--- src/sv/aln_pkg.sv ---
// shared types and constants for the ada lexical normalizer
// no dependencies; used by every rtl module of the block
`timescale 1ns / 1ps
`default_nettype none

package aln_pkg;

	typedef logic [7:0] char_t;

	// identifier characters kept for keyword matching
	localparam int unsigned KeywordMaxChars = 7;

	// characters one queue word can carry (a final drain emits up to six)
	localparam int unsigned EntryChars = 6;
	localparam int unsigned EntryIdxW  = $clog2(EntryChars);
	localparam int unsigned EntryCntW  = $clog2(EntryChars + 1);

	localparam int unsigned FifoDepth = 4;
	localparam int unsigned FifoAw    = $clog2(FifoDepth);
	localparam int unsigned FifoCntW  = FifoAw + 1;

	typedef struct packed {
		logic [7:0] in_byte;
		logic       last_byte;
	} byte_item_t;

	typedef struct packed {
		logic [7:0] out_char;
		logic       char_valid;
		logic       end_of_file;
	} lex_item_t;

	typedef struct packed {
		char_t [EntryChars-1:0] ch;
		logic  [EntryCntW-1:0]  cnt;
		logic                   eof;
	} entry_t;

	typedef struct packed {
		logic full;
		logic empty;
	} fifo_stat_t;

endpackage

`default_nettype wire

--- src/sv/aln_front.sv ---
// front end: lookahead window, lexer state and token classification
// depends on aln_pkg; pushes character groups into aln_fifo
`timescale 1ns / 1ps
`default_nettype none

module aln_front (
	input  logic                clk,
	input  logic                arst_n,
	input  logic                byte_valid,
	output logic                byte_stall,
	input  aln_pkg::byte_item_t byte_data,
	input  aln_pkg::fifo_stat_t fifo_stat,
	output logic                push,
	output aln_pkg::entry_t     push_data
);

	localparam int unsigned WordIdxW        = $clog2(aln_pkg::KeywordMaxChars);

	localparam aln_pkg::char_t ChNewline = 8'h0A;
	localparam aln_pkg::char_t ChSpace   = 8'h20;
	localparam aln_pkg::char_t ChQuote   = 8'h22;
	localparam aln_pkg::char_t ChHash    = 8'h23;
	localparam aln_pkg::char_t ChTick    = 8'h27;
	localparam aln_pkg::char_t ChDash    = 8'h2D;
	localparam aln_pkg::char_t ChDot     = 8'h2E;
	localparam aln_pkg::char_t ChSemi    = 8'h3B;
	localparam aln_pkg::char_t ChUnder   = 8'h5F;

	typedef enum logic [4:0] {
		MODE_IDLE    = 5'b00001,
		MODE_COMMENT = 5'b00010,
		MODE_STRING  = 5'b00100,
		MODE_IDENT   = 5'b01000,
		MODE_NUMBER  = 5'b10000
	} lex_mode_t;

	typedef enum logic [1:0] {
		F_RUN   = 2'b01,
		F_DRAIN = 2'b10
	} fsm_t;

	typedef aln_pkg::char_t [aln_pkg::KeywordMaxChars-1:0] word_t;

	typedef struct packed {
		lex_mode_t  mode;
		logic       prev_word;
		logic       prev_num;
		word_t      word;
		logic [3:0] wlen;
	} lex_state_t;

	typedef struct packed {
		lex_state_t            st;
		aln_pkg::char_t [2:0]  ch;
		logic [1:0]            n;
		logic [1:0]            k;
	} take_res_t;

	function automatic logic is_upper(input aln_pkg::char_t c);
		return c inside {[8'h41:8'h5A]};
	endfunction

	function automatic logic is_alpha(input aln_pkg::char_t c);
		return c inside {[8'h41:8'h5A], [8'h61:8'h7A]};
	endfunction

	function automatic logic is_digit(input aln_pkg::char_t c);
		return c inside {[8'h30:8'h39]};
	endfunction

	function automatic logic is_xdigit(input aln_pkg::char_t c);
		return c inside {[8'h30:8'h39], [8'h41:8'h46], [8'h61:8'h66]};
	endfunction

	function automatic logic is_space(input aln_pkg::char_t c);
		return c inside {ChSpace, [8'h09:8'h0D]};
	endfunction

	function automatic aln_pkg::char_t to_lower(input aln_pkg::char_t c);
		return is_upper(c) ? c + 8'd32 : c;
	endfunction

	function automatic logic is_keyword(input word_t w, input logic [3:0] len);
		logic hit;
		hit = 1'b0;
		case (len)
			4'd2: hit = ({w[0], w[1]} == "is") || ({w[0], w[1]} == "do");
			4'd4: hit = ({w[0], w[1], w[2], w[3]} == "loop") ||
			            ({w[0], w[1], w[2], w[3]} == "then");
			4'd5: hit = ({w[0], w[1], w[2], w[3], w[4]} == "begin");
			4'd6: hit = ({w[0], w[1], w[2], w[3], w[4], w[5]} == "record");
			4'd7: hit = ({w[0], w[1], w[2], w[3], w[4], w[5], w[6]} == "declare");
			default: hit = 1'b0;
		endcase
		return hit;
	endfunction

	// one token step on the front of the window
	function automatic take_res_t take(input lex_state_t s, input aln_pkg::char_t w0,
			input aln_pkg::char_t w1, input aln_pkg::char_t w2, input logic [1:0] avail);
		take_res_t      r;
		logic           go_idle;
		logic           has_sep;
		aln_pkg::char_t lc;
		aln_pkg::char_t sep;
		r       = '0;
		r.st    = s;
		r.k     = 2'd1;
		go_idle = 1'b0;
		has_sep = 1'b0;
		sep     = ChSpace;
		lc      = to_lower(w0);
		case (s.mode)
			MODE_COMMENT: begin
				if (w0 == ChNewline)
					r.st.mode = MODE_IDLE;
			end
			MODE_STRING: begin
				if (avail >= 2'd2 && w0 == ChQuote && w1 == ChQuote) begin
					r.ch[0] = w0;
					r.ch[1] = w1;
					r.n     = 2'd2;
					r.k     = 2'd2;
				end else begin
					if (w0 == ChQuote)
						r.st.mode = MODE_IDLE;
					r.ch[0] = w0;
					r.n     = 2'd1;
				end
			end
			MODE_IDENT: begin
				if (is_alpha(w0) || is_digit(w0) || w0 == ChUnder) begin
					r.ch[0] = lc;
					r.n     = 2'd1;
					if ({1'b0, s.wlen} < 5'(aln_pkg::KeywordMaxChars))
						r.st.word[s.wlen[WordIdxW-1:0]] = lc;
					if (s.wlen != 4'd15)
						r.st.wlen = s.wlen + 4'd1;
				end else begin
					r.st.prev_word = 1'b1;
					go_idle        = 1'b1;
				end
			end
			MODE_NUMBER: begin
				if (is_xdigit(w0) || w0 == ChUnder || w0 == ChHash || w0 == ChDot) begin
					r.ch[0] = lc;
					r.n     = 2'd1;
				end else begin
					r.st.prev_num = 1'b1;
					go_idle       = 1'b1;
				end
			end
			default: go_idle = 1'b1;
		endcase
		if (go_idle) begin
			r.st.mode = MODE_IDLE;
			if (avail >= 2'd2 && w0 == ChDash && w1 == ChDash) begin
				r.st.mode = MODE_COMMENT;
				r.k       = 2'd2;
			end else if (w0 == ChQuote) begin
				r.st.mode      = MODE_STRING;
				r.st.prev_word = 1'b0;
				r.st.prev_num  = 1'b0;
				r.ch[0]        = w0;
				r.n            = 2'd1;
			end else if (avail == 2'd3 && w0 == ChTick && w2 == ChTick) begin
				r.st.prev_word = 1'b0;
				r.st.prev_num  = 1'b0;
				r.ch[0]        = w0;
				r.ch[1]        = w1;
				r.ch[2]        = w2;
				r.n            = 2'd3;
				r.k            = 2'd3;
			end else if (is_alpha(w0) || is_digit(w0)) begin
				if (r.st.prev_word) begin
					has_sep        = 1'b1;
					sep            = is_keyword(s.word, s.wlen) ? ChNewline : ChSpace;
					r.st.prev_word = 1'b0;
				end else if (r.st.prev_num) begin
					has_sep       = 1'b1;
					r.st.prev_num = 1'b0;
				end
				if (has_sep) begin
					r.ch[0] = sep;
					r.ch[1] = lc;
					r.n     = 2'd2;
				end else begin
					r.ch[0] = lc;
					r.n     = 2'd1;
				end
				if (is_alpha(w0)) begin
					r.st.mode    = MODE_IDENT;
					r.st.word[0] = lc;
					r.st.wlen    = 4'd1;
				end else begin
					r.st.mode = MODE_NUMBER;
				end
			end else if (!is_space(w0)) begin
				r.st.prev_word = 1'b0;
				r.st.prev_num  = 1'b0;
				r.ch[0]        = w0;
				r.n            = 2'd1;
				if (w0 == ChSemi) begin
					r.ch[1] = ChNewline;
					r.n     = 2'd2;
				end
			end
		end
		return r;
	endfunction

	fsm_t                                       fsm_q;
	lex_mode_t                                  mode_q;
	logic                                       prev_word_q;
	logic                                       prev_num_q;
	logic [3:0]                                 wlen_q;
	word_t                                      word_q;
	aln_pkg::char_t [1:0]                       la_q;
	logic [1:0]                                 la_cnt_q;
	aln_pkg::char_t [aln_pkg::EntryChars-1:0]   acc_q;
	logic [aln_pkg::EntryCntW-1:0]              acc_cnt_q;

	lex_state_t           cur_st;
	take_res_t            tr;
	aln_pkg::char_t [2:0] wv;
	aln_pkg::char_t [1:0] la_nxt;
	logic [1:0]           avail;
	logic [1:0]           rem;
	logic                 accept;
	logic                 drain_step;
	logic                 do_take;
	logic                 last_ctx;
	logic                 finishing;
	aln_pkg::entry_t      merged;

	assign byte_stall = (fsm_q == F_DRAIN) || fifo_stat.full;
	assign accept     = byte_valid && !byte_stall;
	assign drain_step = (fsm_q == F_DRAIN) && !fifo_stat.full;
	assign last_ctx   = (fsm_q == F_DRAIN) || byte_data.last_byte;

	assign cur_st.mode      = mode_q;
	assign cur_st.prev_word = prev_word_q;
	assign cur_st.prev_num  = prev_num_q;
	assign cur_st.word      = word_q;
	assign cur_st.wlen      = wlen_q;

	always_comb begin
		if (fsm_q == F_DRAIN) begin
			wv[0] = la_q[0];
			wv[1] = la_q[1];
			wv[2] = 8'h00;
			avail = la_cnt_q;
		end else begin
			wv[0] = (la_cnt_q == 2'd0) ? byte_data.in_byte : la_q[0];
			wv[1] = (la_cnt_q == 2'd1) ? byte_data.in_byte : la_q[1];
			wv[2] = byte_data.in_byte;
			avail = la_cnt_q + 2'd1;
		end
	end

	assign tr      = take(cur_st, wv[0], wv[1], wv[2], avail);
	assign do_take = drain_step || (accept && (byte_data.last_byte || avail == 2'd3));
	assign rem     = avail - tr.k;

	always_comb begin
		case (tr.k)
			2'd1: begin
				la_nxt[0] = wv[1];
				la_nxt[1] = wv[2];
			end
			2'd2: begin
				la_nxt[0] = wv[2];
				la_nxt[1] = la_q[1];
			end
			default: la_nxt = la_q;
		endcase
	end

	// append this step's characters behind those gathered so far in the drain
	always_comb begin
		merged.ch = acc_q;
		for (int i = 0; i < aln_pkg::EntryChars; i++) begin
			for (int j = 0; j < 3; j++) begin
				if (2'(j) < tr.n &&
				    acc_cnt_q + aln_pkg::EntryCntW'(j) == aln_pkg::EntryCntW'(i))
					merged.ch[i] = tr.ch[j];
			end
		end
		merged.cnt = acc_cnt_q + aln_pkg::EntryCntW'(tr.n);
		merged.eof = finishing;
	end

	assign finishing = do_take && last_ctx && rem == 2'd0;
	assign push      = finishing || (do_take && !last_ctx && tr.n != 2'd0);
	assign push_data = merged;

	always_ff @(posedge clk or negedge arst_n) begin
		if (!arst_n) begin
			fsm_q       <= F_RUN;
			mode_q      <= MODE_IDLE;
			prev_word_q <= 1'b0;
			prev_num_q  <= 1'b0;
			wlen_q      <= '0;
			la_cnt_q    <= '0;
			acc_cnt_q   <= '0;
		end else if (do_take) begin
			if (finishing) begin
				fsm_q       <= F_RUN;
				mode_q      <= MODE_IDLE;
				prev_word_q <= 1'b0;
				prev_num_q  <= 1'b0;
				wlen_q      <= '0;
				la_cnt_q    <= '0;
				acc_cnt_q   <= '0;
			end else begin
				mode_q      <= tr.st.mode;
				prev_word_q <= tr.st.prev_word;
				prev_num_q  <= tr.st.prev_num;
				wlen_q      <= tr.st.wlen;
				la_cnt_q    <= rem;
				if (last_ctx) begin
					fsm_q     <= F_DRAIN;
					acc_cnt_q <= merged.cnt;
				end
			end
		end else if (accept) begin
			la_cnt_q <= la_cnt_q + 2'd1;
		end
	end

	always_ff @(posedge clk) begin
		if (do_take) begin
			word_q <= tr.st.word;
			la_q   <= la_nxt;
			acc_q  <= merged.ch;
		end else if (accept) begin
			la_q[la_cnt_q[0]] <= byte_data.in_byte;
		end
	end

endmodule

`default_nettype wire

--- src/sv/aln_fifo.sv ---
// short queue of character groups between front and back end
// depends on aln_pkg
`timescale 1ns / 1ps
`default_nettype none

module aln_fifo (
	input  logic                clk,
	input  logic                arst_n,
	input  logic                push,
	input  aln_pkg::entry_t     push_data,
	input  logic                pop,
	output aln_pkg::entry_t     head,
	output aln_pkg::fifo_stat_t fifo_stat
);

	aln_pkg::entry_t                 mem [aln_pkg::FifoDepth];
	logic [aln_pkg::FifoAw-1:0]      wr_q;
	logic [aln_pkg::FifoAw-1:0]      rd_q;
	logic [aln_pkg::FifoCntW-1:0]    cnt_q;

	assign head            = mem[rd_q];
	assign fifo_stat.full  = cnt_q == aln_pkg::FifoCntW'(aln_pkg::FifoDepth);
	assign fifo_stat.empty = cnt_q == '0;

	always_ff @(posedge clk) begin
		if (push)
			mem[wr_q] <= push_data;
	end

	always_ff @(posedge clk or negedge arst_n) begin
		if (!arst_n) begin
			wr_q  <= '0;
			rd_q  <= '0;
			cnt_q <= '0;
		end else begin
			if (push)
				wr_q <= wr_q + 1'b1;
			if (pop)
				rd_q <= rd_q + 1'b1;
			case ({push, pop})
				2'b10:   cnt_q <= cnt_q + 1'b1;
				2'b01:   cnt_q <= cnt_q - 1'b1;
				default: cnt_q <= cnt_q;
			endcase
		end
	end

endmodule

`default_nettype wire

--- src/sv/aln_back.sv ---
// back end: serializes queued character groups onto the output register
// depends on aln_pkg; reads the head of aln_fifo
`timescale 1ns / 1ps
`default_nettype none

module aln_back (
	input  logic                clk,
	input  logic                arst_n,
	input  aln_pkg::entry_t     head,
	input  aln_pkg::fifo_stat_t fifo_stat,
	output logic                pop,
	output logic                lex_valid,
	input  logic                lex_stall,
	output aln_pkg::lex_item_t  lex_data
);

	logic [aln_pkg::EntryIdxW-1:0] idx_q;
	logic                          out_valid_q;
	aln_pkg::lex_item_t            out_q;

	logic               load;
	logic               last_of_entry;
	aln_pkg::lex_item_t nxt;

	assign last_of_entry = (head.cnt == '0) ||
	                       (aln_pkg::EntryCntW'(idx_q) == head.cnt - 1'b1);
	assign load = !fifo_stat.empty && (!out_valid_q || !lex_stall);
	assign pop  = load && last_of_entry;

	// empty group marks a file end with nothing to show
	always_comb begin
		nxt.char_valid  = head.cnt != '0;
		nxt.out_char    = (head.cnt != '0) ? head.ch[idx_q] : 8'h00;
		nxt.end_of_file = head.eof && last_of_entry;
	end

	always_ff @(posedge clk or negedge arst_n) begin
		if (!arst_n) begin
			idx_q       <= '0;
			out_valid_q <= 1'b0;
		end else begin
			if (load) begin
				out_valid_q <= 1'b1;
				idx_q       <= last_of_entry ? '0 : idx_q + 1'b1;
			end else if (!lex_stall) begin
				out_valid_q <= 1'b0;
			end
		end
	end

	always_ff @(posedge clk) begin
		if (load)
			out_q <= nxt;
	end

	assign lex_valid = out_valid_q;
	assign lex_data  = out_q;

endmodule

`default_nettype wire

--- src/sv/ada_lexical_normalizer.sv ---
// top level of the ada lexical normalizer
// depends on aln_pkg, aln_front, aln_fifo and aln_back
`timescale 1ns / 1ps
`default_nettype none

// Source bytes enter on the byte channel, one per cycle while the four-word queue has room;
// the lexer holds two bytes of lookahead, so a byte's characters appear two bytes later and
// the front end classifies a full window in the cycle the byte is taken. The output register
// sends one character per cycle while lex_stall is low, so throughput is set by the output
// port. A byte marked last drains the window in one to three steps; the input stalls while
// the drain runs, and the file's last group of up to six characters, or a bare end marker,
// ends with end_of_file set.
module ada_lexical_normalizer (
	input  logic                clk,
	input  logic                arst_n,
	input  logic                byte_valid,
	output logic                byte_stall,
	input  aln_pkg::byte_item_t byte_data,
	output logic                lex_valid,
	input  logic                lex_stall,
	output aln_pkg::lex_item_t  lex_data
);

	aln_pkg::fifo_stat_t fifo_stat;
	aln_pkg::entry_t     push_data;
	aln_pkg::entry_t     head;
	logic                push;
	logic                pop;

	aln_front u_front (
		.clk        (clk),
		.arst_n     (arst_n),
		.byte_valid (byte_valid),
		.byte_stall (byte_stall),
		.byte_data  (byte_data),
		.fifo_stat  (fifo_stat),
		.push       (push),
		.push_data  (push_data)
	);

	aln_fifo u_fifo (
		.clk       (clk),
		.arst_n    (arst_n),
		.push      (push),
		.push_data (push_data),
		.pop       (pop),
		.head      (head),
		.fifo_stat (fifo_stat)
	);

	aln_back u_back (
		.clk       (clk),
		.arst_n    (arst_n),
		.head      (head),
		.fifo_stat (fifo_stat),
		.pop       (pop),
		.lex_valid (lex_valid),
		.lex_stall (lex_stall),
		.lex_data  (lex_data)
	);

endmodule

`default_nettype wire

--- config.mk ---
export PLATFORM = sky130hd
export DESIGN_NAME = ada_lexical_normalizer
export DESIGN_NICKNAME = d
export VERILOG_FILES = /design/src/sv/aln_pkg.sv /design/src/sv/aln_front.sv /design/src/sv/aln_fifo.sv /design/src/sv/aln_back.sv /design/src/sv/ada_lexical_normalizer.sv
export SDC_FILE = /design/constraint.sdc
export NUM_CORES = 1
export LEC_CHECK = 0
export BUFFER_PORTS_ARGS = -buffer_cell sky130_fd_sc_hd__buf_2
export CORE_UTILIZATION = 45
export DETAILED_ROUTE_END_ITERATION = 8
export GPL_TIMING_DRIVEN = 0
export PLACE_DENSITY = 0.61
export REMOVE_ABC_BUFFERS = 1
export SETUP_SLACK_MARGIN = 0.02
export SLEW_MARGIN = 40
export SYNTH_ARGS = -nofsm -noshare
export SYNTH_HDL_FRONTEND = slang
export SYNTH_SLANG_ARGS = --single-unit
export TNS_END_PERCENT = 10
--- constraint.sdc ---
create_clock -name clk -period 14.35 [get_ports clk]
set_clock_uncertainty 0.15 [all_clocks]
set_input_delay 2.1525 -clock clk [delete_from_list [all_inputs] [get_ports clk]]
set_output_delay 2.1525 -clock clk [all_outputs]
set_load 0.005 [all_outputs]
# --- Word-level counts from Yosys, hierarchy flattened ---
# Memories as Yosys holds them, arrays and structs flattened.
# Index checks and enable logic that the tools add are counted.
word_totals:
  mem_count: 1
  output_inout_bits: 12
  word_cells: 327
  regBits: 159
  in_bits: 13
  ramBits: 208
memory_table:
  columns: ["memory", "words", "word_bits", "read_ports", "rd_clocked_by_memory_dff", "wr", "line_no", "source"]
  rows:
  - ["u_fifo.mem", 4, 52, 1, 0, 1, "aln_fifo.sv:16", "aln_pkg::entry_t mem [aln_pkg::FifoDepth];"]
op_classes:
  reduce_logical: 84
  n_eq_ne: 60
  muxes: 119
  addsub: 13
  magnitude_cmp: 20
op_table:
  columns: ["operator", "n"]
  rows:
  - ["8-bit 2-to-1 mux", 31]
  - ["8-bit by 6-bit equality test with 1-bit output (second input constant)", 10]
  - ["32-bit by 31-bit equality test with 1-bit output (second input constant)", 2]
  - ["12-bit 2-to-1 mux", 5]
  - ["56-bit bitwise mux", 1]
  - ["56-bit by 55-bit equality test with 1-bit output (second input constant)", 1]
  - ["18-bit 2-to-1 mux", 3]
  - ["48-bit by 47-bit equality test with 1-bit output (second input constant)", 1]
  - ["1-bit logical AND", 42]
  - ["40-bit by 39-bit equality test with 1-bit output (second input constant)", 1]
  - ["10-bit 2-to-1 mux", 4]
  - ["40-bit 2-to-1 mux", 1]
  - ["5-bit 2-to-1 mux", 8]
  - ["38-bit 2-to-1 mux", 1]
  - ["2-bit 2-to-1 mux", 17]
  - ["16-bit by 15-bit equality test with 1-bit output (second input constant)", 2]
  - ["8-bit by 7-bit <= comparator with 1-bit output (second input constant)", 4]
  - ["16-bit 2-to-1 mux", 2]
  - ["16-bit one-hot mux with 2 select lines", 1]
  - ["10-bit one-hot mux with 3 select lines", 1]
  - ["28-bit 2-to-1 mux", 1]
  - ["1-bit 2-to-1 mux", 26]
  - ["8-bit binary-select mux with 3-bit select", 1]
  - ["8-bit demux with 3-bit select", 1]
  - ["other kinds (64)", 129]

# --- Logic depth before layout (Yosys ltp) ---
depth:
  word_depth: 30
  mapped_depth: 26
  ltp_nobuf: 25

# --- Modules after synthesis ---
# A second synthesis with hierarchy kept.
unflattened:
  hier_cells: 1289
  hier_area_um2: 17631.9
by_module_without_submodules:
  columns: ["mod", "cells_per_inst", "seq_area_each_um2", "instances", "area_per_inst_um2"]
  rows:
  - ["aln_front", 899, 4056.4, 1, 8663.3]
  - ["aln_fifo", 308, 6421.2, 1, 7968.9]
  - ["aln_back", 82, 400.4, 1, 999.7]

# --- Worst setup path before layout ---
# OpenSTA, ideal clock, no wires.
synth_path:
  path_kind: "in2reg"
  startpoint: "input port byte_data[3] (netlist name)"
  endpoint: "memory u_fifo.mem[0][0] (netlist name) (enable)"
  arrival_time_ps: 6685
  setup_slack_ps: 7100
  setup_ps: 415
  required_ps: 13785
  path_buffers: 1
  stages: 16
  cell_sequence: "buf_2 > nor3_4 > nand3_1 > a221o_1 > o31a_1 > a211oi_4 > nand3_2 > nand2_1 > a21oi_1 > ha_1 > or4_1 > o211ai_1 > nor2_4 > xnor2_4 > o21ai_4 > and2_1"
synth_between:
  elab_chain_len: 28
  word_cells_on_any_way: 83
  classes_between: "1 x add/sub; 10 x order compare; 11 x eq/ne; 36 x mux; 25 x reduce/logical"
synth_rtl:
  columns: ["element", "line_no", "source"]
  rows:
  - ["from (decl)", "ada_lexical_normalizer.sv:18", "input aln_pkg::byte_item_t byte_data,"]
  - ["8-bit 2-to-1 mux", "aln_front.sv:254", "wv[0] = (la_cnt_q == 2'd0) ? byte_data.in_byte : la_q[0];"]
  - ["24-bit 2-to-1 mux (*)", "aln_front.sv:248", "if (fsm_q == F_DRAIN) begin"]
  - ["8-bit by 6-bit >= comparator with 1-bit output (tied with other cells)", "aln_front.sv:68, aln_front.sv:72", null]
  - ["1-bit logical AND, on equally long branches", "aln_front.sv:68, aln_front.sv:72", null]
  - ["3-bit nonzero test", "aln_front.sv:72", "return c inside {[8'h30:8'h39], [8'h41:8'h46], [8'h61:8'h66]};"]
  - ["1-bit logical OR (3 in a row)", "aln_front.sv:145", "if (is_xdigit(w0) || w0 == ChUnder || w0 == ChHash || w0 == ChDot) begin"]
  - ["1-bit 2-to-1 mux", "aln_front.sv:145", null]
  - ["1-bit 2-to-1 mux", "aln_front.sv:113", "case (s.mode)"]
  - ["[... 10 more ...]", null, null]
  - ["10-bit 2-to-1 mux", "aln_front.sv:160", "end else if (w0 == ChQuote) begin"]
  - ["38-bit 2-to-1 mux", "aln_front.sv:157", "if (avail >= 2'd2 && w0 == ChDash && w1 == ChDash) begin"]
  - ["40-bit 2-to-1 mux (*)", "aln_front.sv:155", "if (go_idle) begin"]
  - ["2-bit nonzero test", "aln_front.sv:294", "assign push = finishing || (do_take && !last_ctx && tr.n != 2'd0);"]
  - ["1-bit logical AND", "aln_front.sv:294", null]
  - ["1-bit logical OR (*)", "aln_front.sv:294", null]
  - ["1-bit 2-to-1 mux (*)", "aln_fifo.sv:26", "if (push)"]
  - ["1-bit 2-to-1 mux (implied by the code) (*)", "aln_fifo.sv:27", "mem[wr_q] <= push_data;"]
  - ["to (decl)", "aln_fifo.sv:16", null]
# Mark *: on every way between the ends. The rest lies on a longest branch, timed or not. The select of a mux whose other input is x is not followed.

# --- Worst setup path after layout ---
layout_path:
  startpoint: "register u_front.la_cnt_q[1]"
  endpoint: "memory u_fifo.mem[1][33] (netlist name) (enable)"
layout_between:
  elab_chain_len: 29
  word_cells_on_any_way: 93
  classes_between: "2 x add/sub; 11 x order compare; 12 x eq/ne; 37 x mux; 31 x reduce/logical"
layout_rtl:
  columns: ["element", "line_no", "source"]
  rows:
  - ["from (decl)", "aln_front.sv:219", "logic [1:0] la_cnt_q;"]
  - ["from (signal assigned)", "aln_front.sv:320", "la_cnt_q <= rem;"]
  - ["from (signal assigned)", "aln_front.sv:327", "la_cnt_q <= la_cnt_q + 2'd1;"]
  - ["2-bit zero test", "aln_front.sv:254", null]
  - ["8-bit 2-to-1 mux", "aln_front.sv:254", null]
  - ["24-bit 2-to-1 mux", "aln_front.sv:248", null]
  - ["8-bit by 6-bit >= comparator with 1-bit output (tied with other cells)", "aln_front.sv:68, aln_front.sv:72", null]
  - ["1-bit logical AND, on equally long branches", "aln_front.sv:68, aln_front.sv:72", null]
  - ["3-bit nonzero test", "aln_front.sv:72", null]
  - ["1-bit logical OR (3 in a row)", "aln_front.sv:145", null]
  - ["1-bit 2-to-1 mux", "aln_front.sv:145", null]
  - ["[... 11 more ...]", null, null]
  - ["10-bit 2-to-1 mux", "aln_front.sv:160", null]
  - ["38-bit 2-to-1 mux", "aln_front.sv:157", null]
  - ["40-bit 2-to-1 mux", "aln_front.sv:155", null]
  - ["2-bit nonzero test", "aln_front.sv:294", null]
  - ["1-bit logical AND", "aln_front.sv:294", null]
  - ["1-bit logical OR (*)", "aln_front.sv:294", null]
  - ["1-bit 2-to-1 mux (*)", "aln_fifo.sv:26", null]
  - ["1-bit 2-to-1 mux (implied by the code) (*)", "aln_fifo.sv:27", null]
# Marked as above.

==> flow_summary.toml <==
[detailed_routing]
drt_iter0_markers = 1213
final_antenna_net_count = 0
dr.pass1.iters = 5
avgViaCountPerCell = 6.16
drc = 0
wl_per_cell_um = 24.1
vias = 11400
routed_wl_um = 44600

[logic_synthesis]
synth_top_area_frac = 0.573
synth_area_mm2 = 0.0177
synth_mux_area_frac = 0.100
synth_fa_ha_area_frac = 0.0157
synth-seq-cells = 367
synth-seq-area-share = 0.614
synthTopCellsByArea = "edfxtp_1 (57%), mux4_2 (7.6%), dfrtp_1 (3.8%), nor2_1 (2.5%), nand2_1 (1.9%)"
async_flop_share = 0.0790
synthFlopType = "edfxtp_1"
yosys_warnings = 0
synth_top_family_by_area = "simple AND/OR/NAND/NOR gates"
synthSimpleGateAreaFrac = 0.132
synth.largest_area_cell = "edfxtp_1"
synth_xor_area_frac = 0.00748
synth_edf_count = 338
synth_compound_area_frac = 0.108
synthCells = 1296
synth_area_per_cell_um2 = 13.7
yosysUniqueCellTypes = 108

[pwr]
p_int_w = 0.00330
power.leakage_nw = 6.76
p_comb_frac = 0.432
vdd_ir_drop_max_mv = 0.127
powerDensity_mw_per_mm2 = 275
p_sw_frac = 0.393
seq_power_share = 0.377
power_switching_w = 0.00214
power_frac_clock = 0.191

[layout]
drive_above_1_share = 0.177
nFillCells = 3270
area_delta_synth_final_pct = 11.6
final_cell_mix = "edfxtp_1 (338), nor2_1 (116), nand2_1 (91), mux4_2 (60), a21oi_1 (46)"
finalInstanceArea_mm2 = 0.0198
multiInputGateArea_mm2 = 0.00647
final_nets = 1345
diodes = 0
fin_cells = 1855
layout_commonest_cell = "edfxtp_1"
final_util = 0.511
register_area_mm2 = 0.0109

[timing]
period_minus_slack_ns = 7.12
setup_violations = 0
drv_slew = 0
tns_ns = 0
worst_pin_slew_ns = 0.935
rsz0062_at_grt = "no"
fin_crit_sh = 0.496
hold_viol = 0
slew_headroom = 0.377
timing.fmax_mhz = 141
fin_ws_ns = 7.23

[global_route]
antenna_found_initial = 0
grt_overflow = 0
grt_pass1_wl_um = 68600
grt_max_degree = 52
grt_usage = 0.223
grt_pass1_vias = 11100

[worst_setup_path]
timing.critical_path.from = "u_front.la_cnt_q[1]"
cp_common_cell = "ha_1"
ff2ff_setup_slack_ns = 7.23
path_cells = "inv_1 > ha_1 > inv_2 > nor2_2 > mux2_2 > o31a_1 > a211oi_4 > nand3_2 > nand2_1 > a21oi_1 > ha_1 > or4_1 > o211ai_1 > nor2_4 > xnor2_4 > o21ai_4 > and2_4 > buf_12"
required_ns = 14.42
critical_path.max_stage_delay_ns = 0.75
worst-path-max-fanout = 27
worstSetupPathType = "reg2reg"
ff2ff_path_depth = 18
critPathSlowestCell = "ha_1"
r2r-end = "u_fifo.mem[1][33]"
worst_ep_arrival_time_ns = 7.19
timing.rr.start = "u_front.la_cnt_q[1]"
start_kind = "flop"
worstSetupEndpointType = "flop"

[cts]
cts_resized = 0
clk_latency_ns = 0.54
cts.sinks = 367
cts_root_buf = "clkbuf_16"
cts_tree = "yes"
clkTransAtPathRegs_ns = 0.06
holdBufCountCts = 0
cts_buffers = 40
ctsHtreeMaxLevel = 2
cts_buffer_depth = 3
cts_setup_buffers = 0

[place]
gp_congestion = 0.953
place_area_mm2 = 0.0185
pre_cts_slack_ns = 6.87
io_buffers = 24
dp_hpwl_um = 30400
dp_cells = 1787

[floorplanning]
coreArea_mm2 = 0.0387
die_y_um = 200
pin_count = 25
num_rows = 72
die-area_mm2 = 0.0402
fp.dieW_um = 200
initial_core_util = 0.458

[hold_path]
min_path_cells = 2
hold_path_class = "reg2reg"
min_to = "u_back.lex_valid"
hold_start = "u_back.lex_valid"

[status]
status = "complete, no violations"

[run]
maxCapViolCount = 0
sequential cells by signal, summed over array words and instances (netlist names), 4 cells and up:
| register | flops |
|---|---|
| u_front.mode_q | 5 |
| u_front.la_q | 16 |
| u_back.lex_data | 10 |
| u_fifo.mem | 208 |
| u_front.acc_q | 48 |
| u_front.wlen_q | 4 |
| u_front.cur_st | 56 |
synthesized netlist by cell type (8+ instances only):
cell type,number
nand2b_1,9
nand2_1,91
and3_1,8
o21ai_0,38
a21oi_1,47
and2_1,20
o22ai_1,13
inv_1,34
mux2i_1,21
o211ai_1,11
nand4b_1,11
dfrtp_1,27
a22oi_1,11
nand4_1,11
buf_2,14
a211o_1,19
edfxtp_1,338
mux2_2,17
o21ai_1,10
nor2b_1,12
nor3_1,40
nor4_1,10
nand3_1,29
nor4b_1,8
a211oi_1,19
ha_1,19
a31oi_1,15
clkbuf_1,34
xor2_1,8
nor2_1,117
mux4_2,60
or3_1,8
critical path, delay by kind of cell (launching register included):
family | cells | cell delay [ns]
AND/OR/NAND/NOR | 6 | 2.20
XOR/XNOR | 1 | 0.19
flip-flops | 1 | 0.40
AO/OA/AOI/OAI | 5 | 1.44
multiplexers | 1 | 0.53
adder cells (fa/ha/maj) | 2 | 1.02
buffers and inverters | 3 | 0.78
kinds of logic after synthesis:
group                      Yosys count
AOI/OAI and AO/OA                  264
xor gates and xnor gates            13
adders and majority gates           21
buffers and inverters               99
DFF                                367
muxes                              100
and+or+nand+nor                    432
worst max path at each step:
stage                         to  depth (start not counted)
3_3_place_gp   u_fifo.mem[1][33]                         17
2_1_floorplan   u_fifo.mem[0][0]                         15
6_report       u_fifo.mem[1][33]                         18
3_5_place_dp   u_fifo.mem[1][25]                         18
4_1_cts        u_fifo.mem[1][34]                         18
5_1_grt        u_fifo.mem[1][34]                         18
power by group through the flow:
stage	clock network (W)	logic, W	registers [W]
after floorplan	0	0.00154	0.00203
after global placement	0	0.00218	0.00214
after detailed placement	0	0.00232	0.00207
after CTS	0.00105	0.00233	0.00205
after global routing	0.00109	0.00253	0.00208
final	0.00104	0.00235	0.00205
routing by layer:
layer	share of wire	global-route usage	routed length [µm]	up-vias
met2	0.46	0.345	20400	414
met5	0	0	0	-
met4	0.028	0.0742	1260	0
met3	0.063	0.0377	2810	94
met1	0.45	0.322	20100	5787
li1	-	-	-	5131
through the flow:
step	total power [W]	hold WS [ns]
2_1_floorplan	0.00357	0.309
3_3_place_gp	0.00432	0.324
3_5_place_dp	0.00439	0.336
4_1_cts	0.00544	0.350
5_1_grt	0.00571	0.380
6_report	0.00544	0.345
final cells by class:
type	count	area share
clock buffer	43	0.0533
clock inverter	25	0.0132
inverter	39	0.00765
multi-input combinational	830	0.327
sequential	367	0.550
tap	518	0.0328
timing repair buffer	33	0.0159
(Power assumes the default switching activity.)
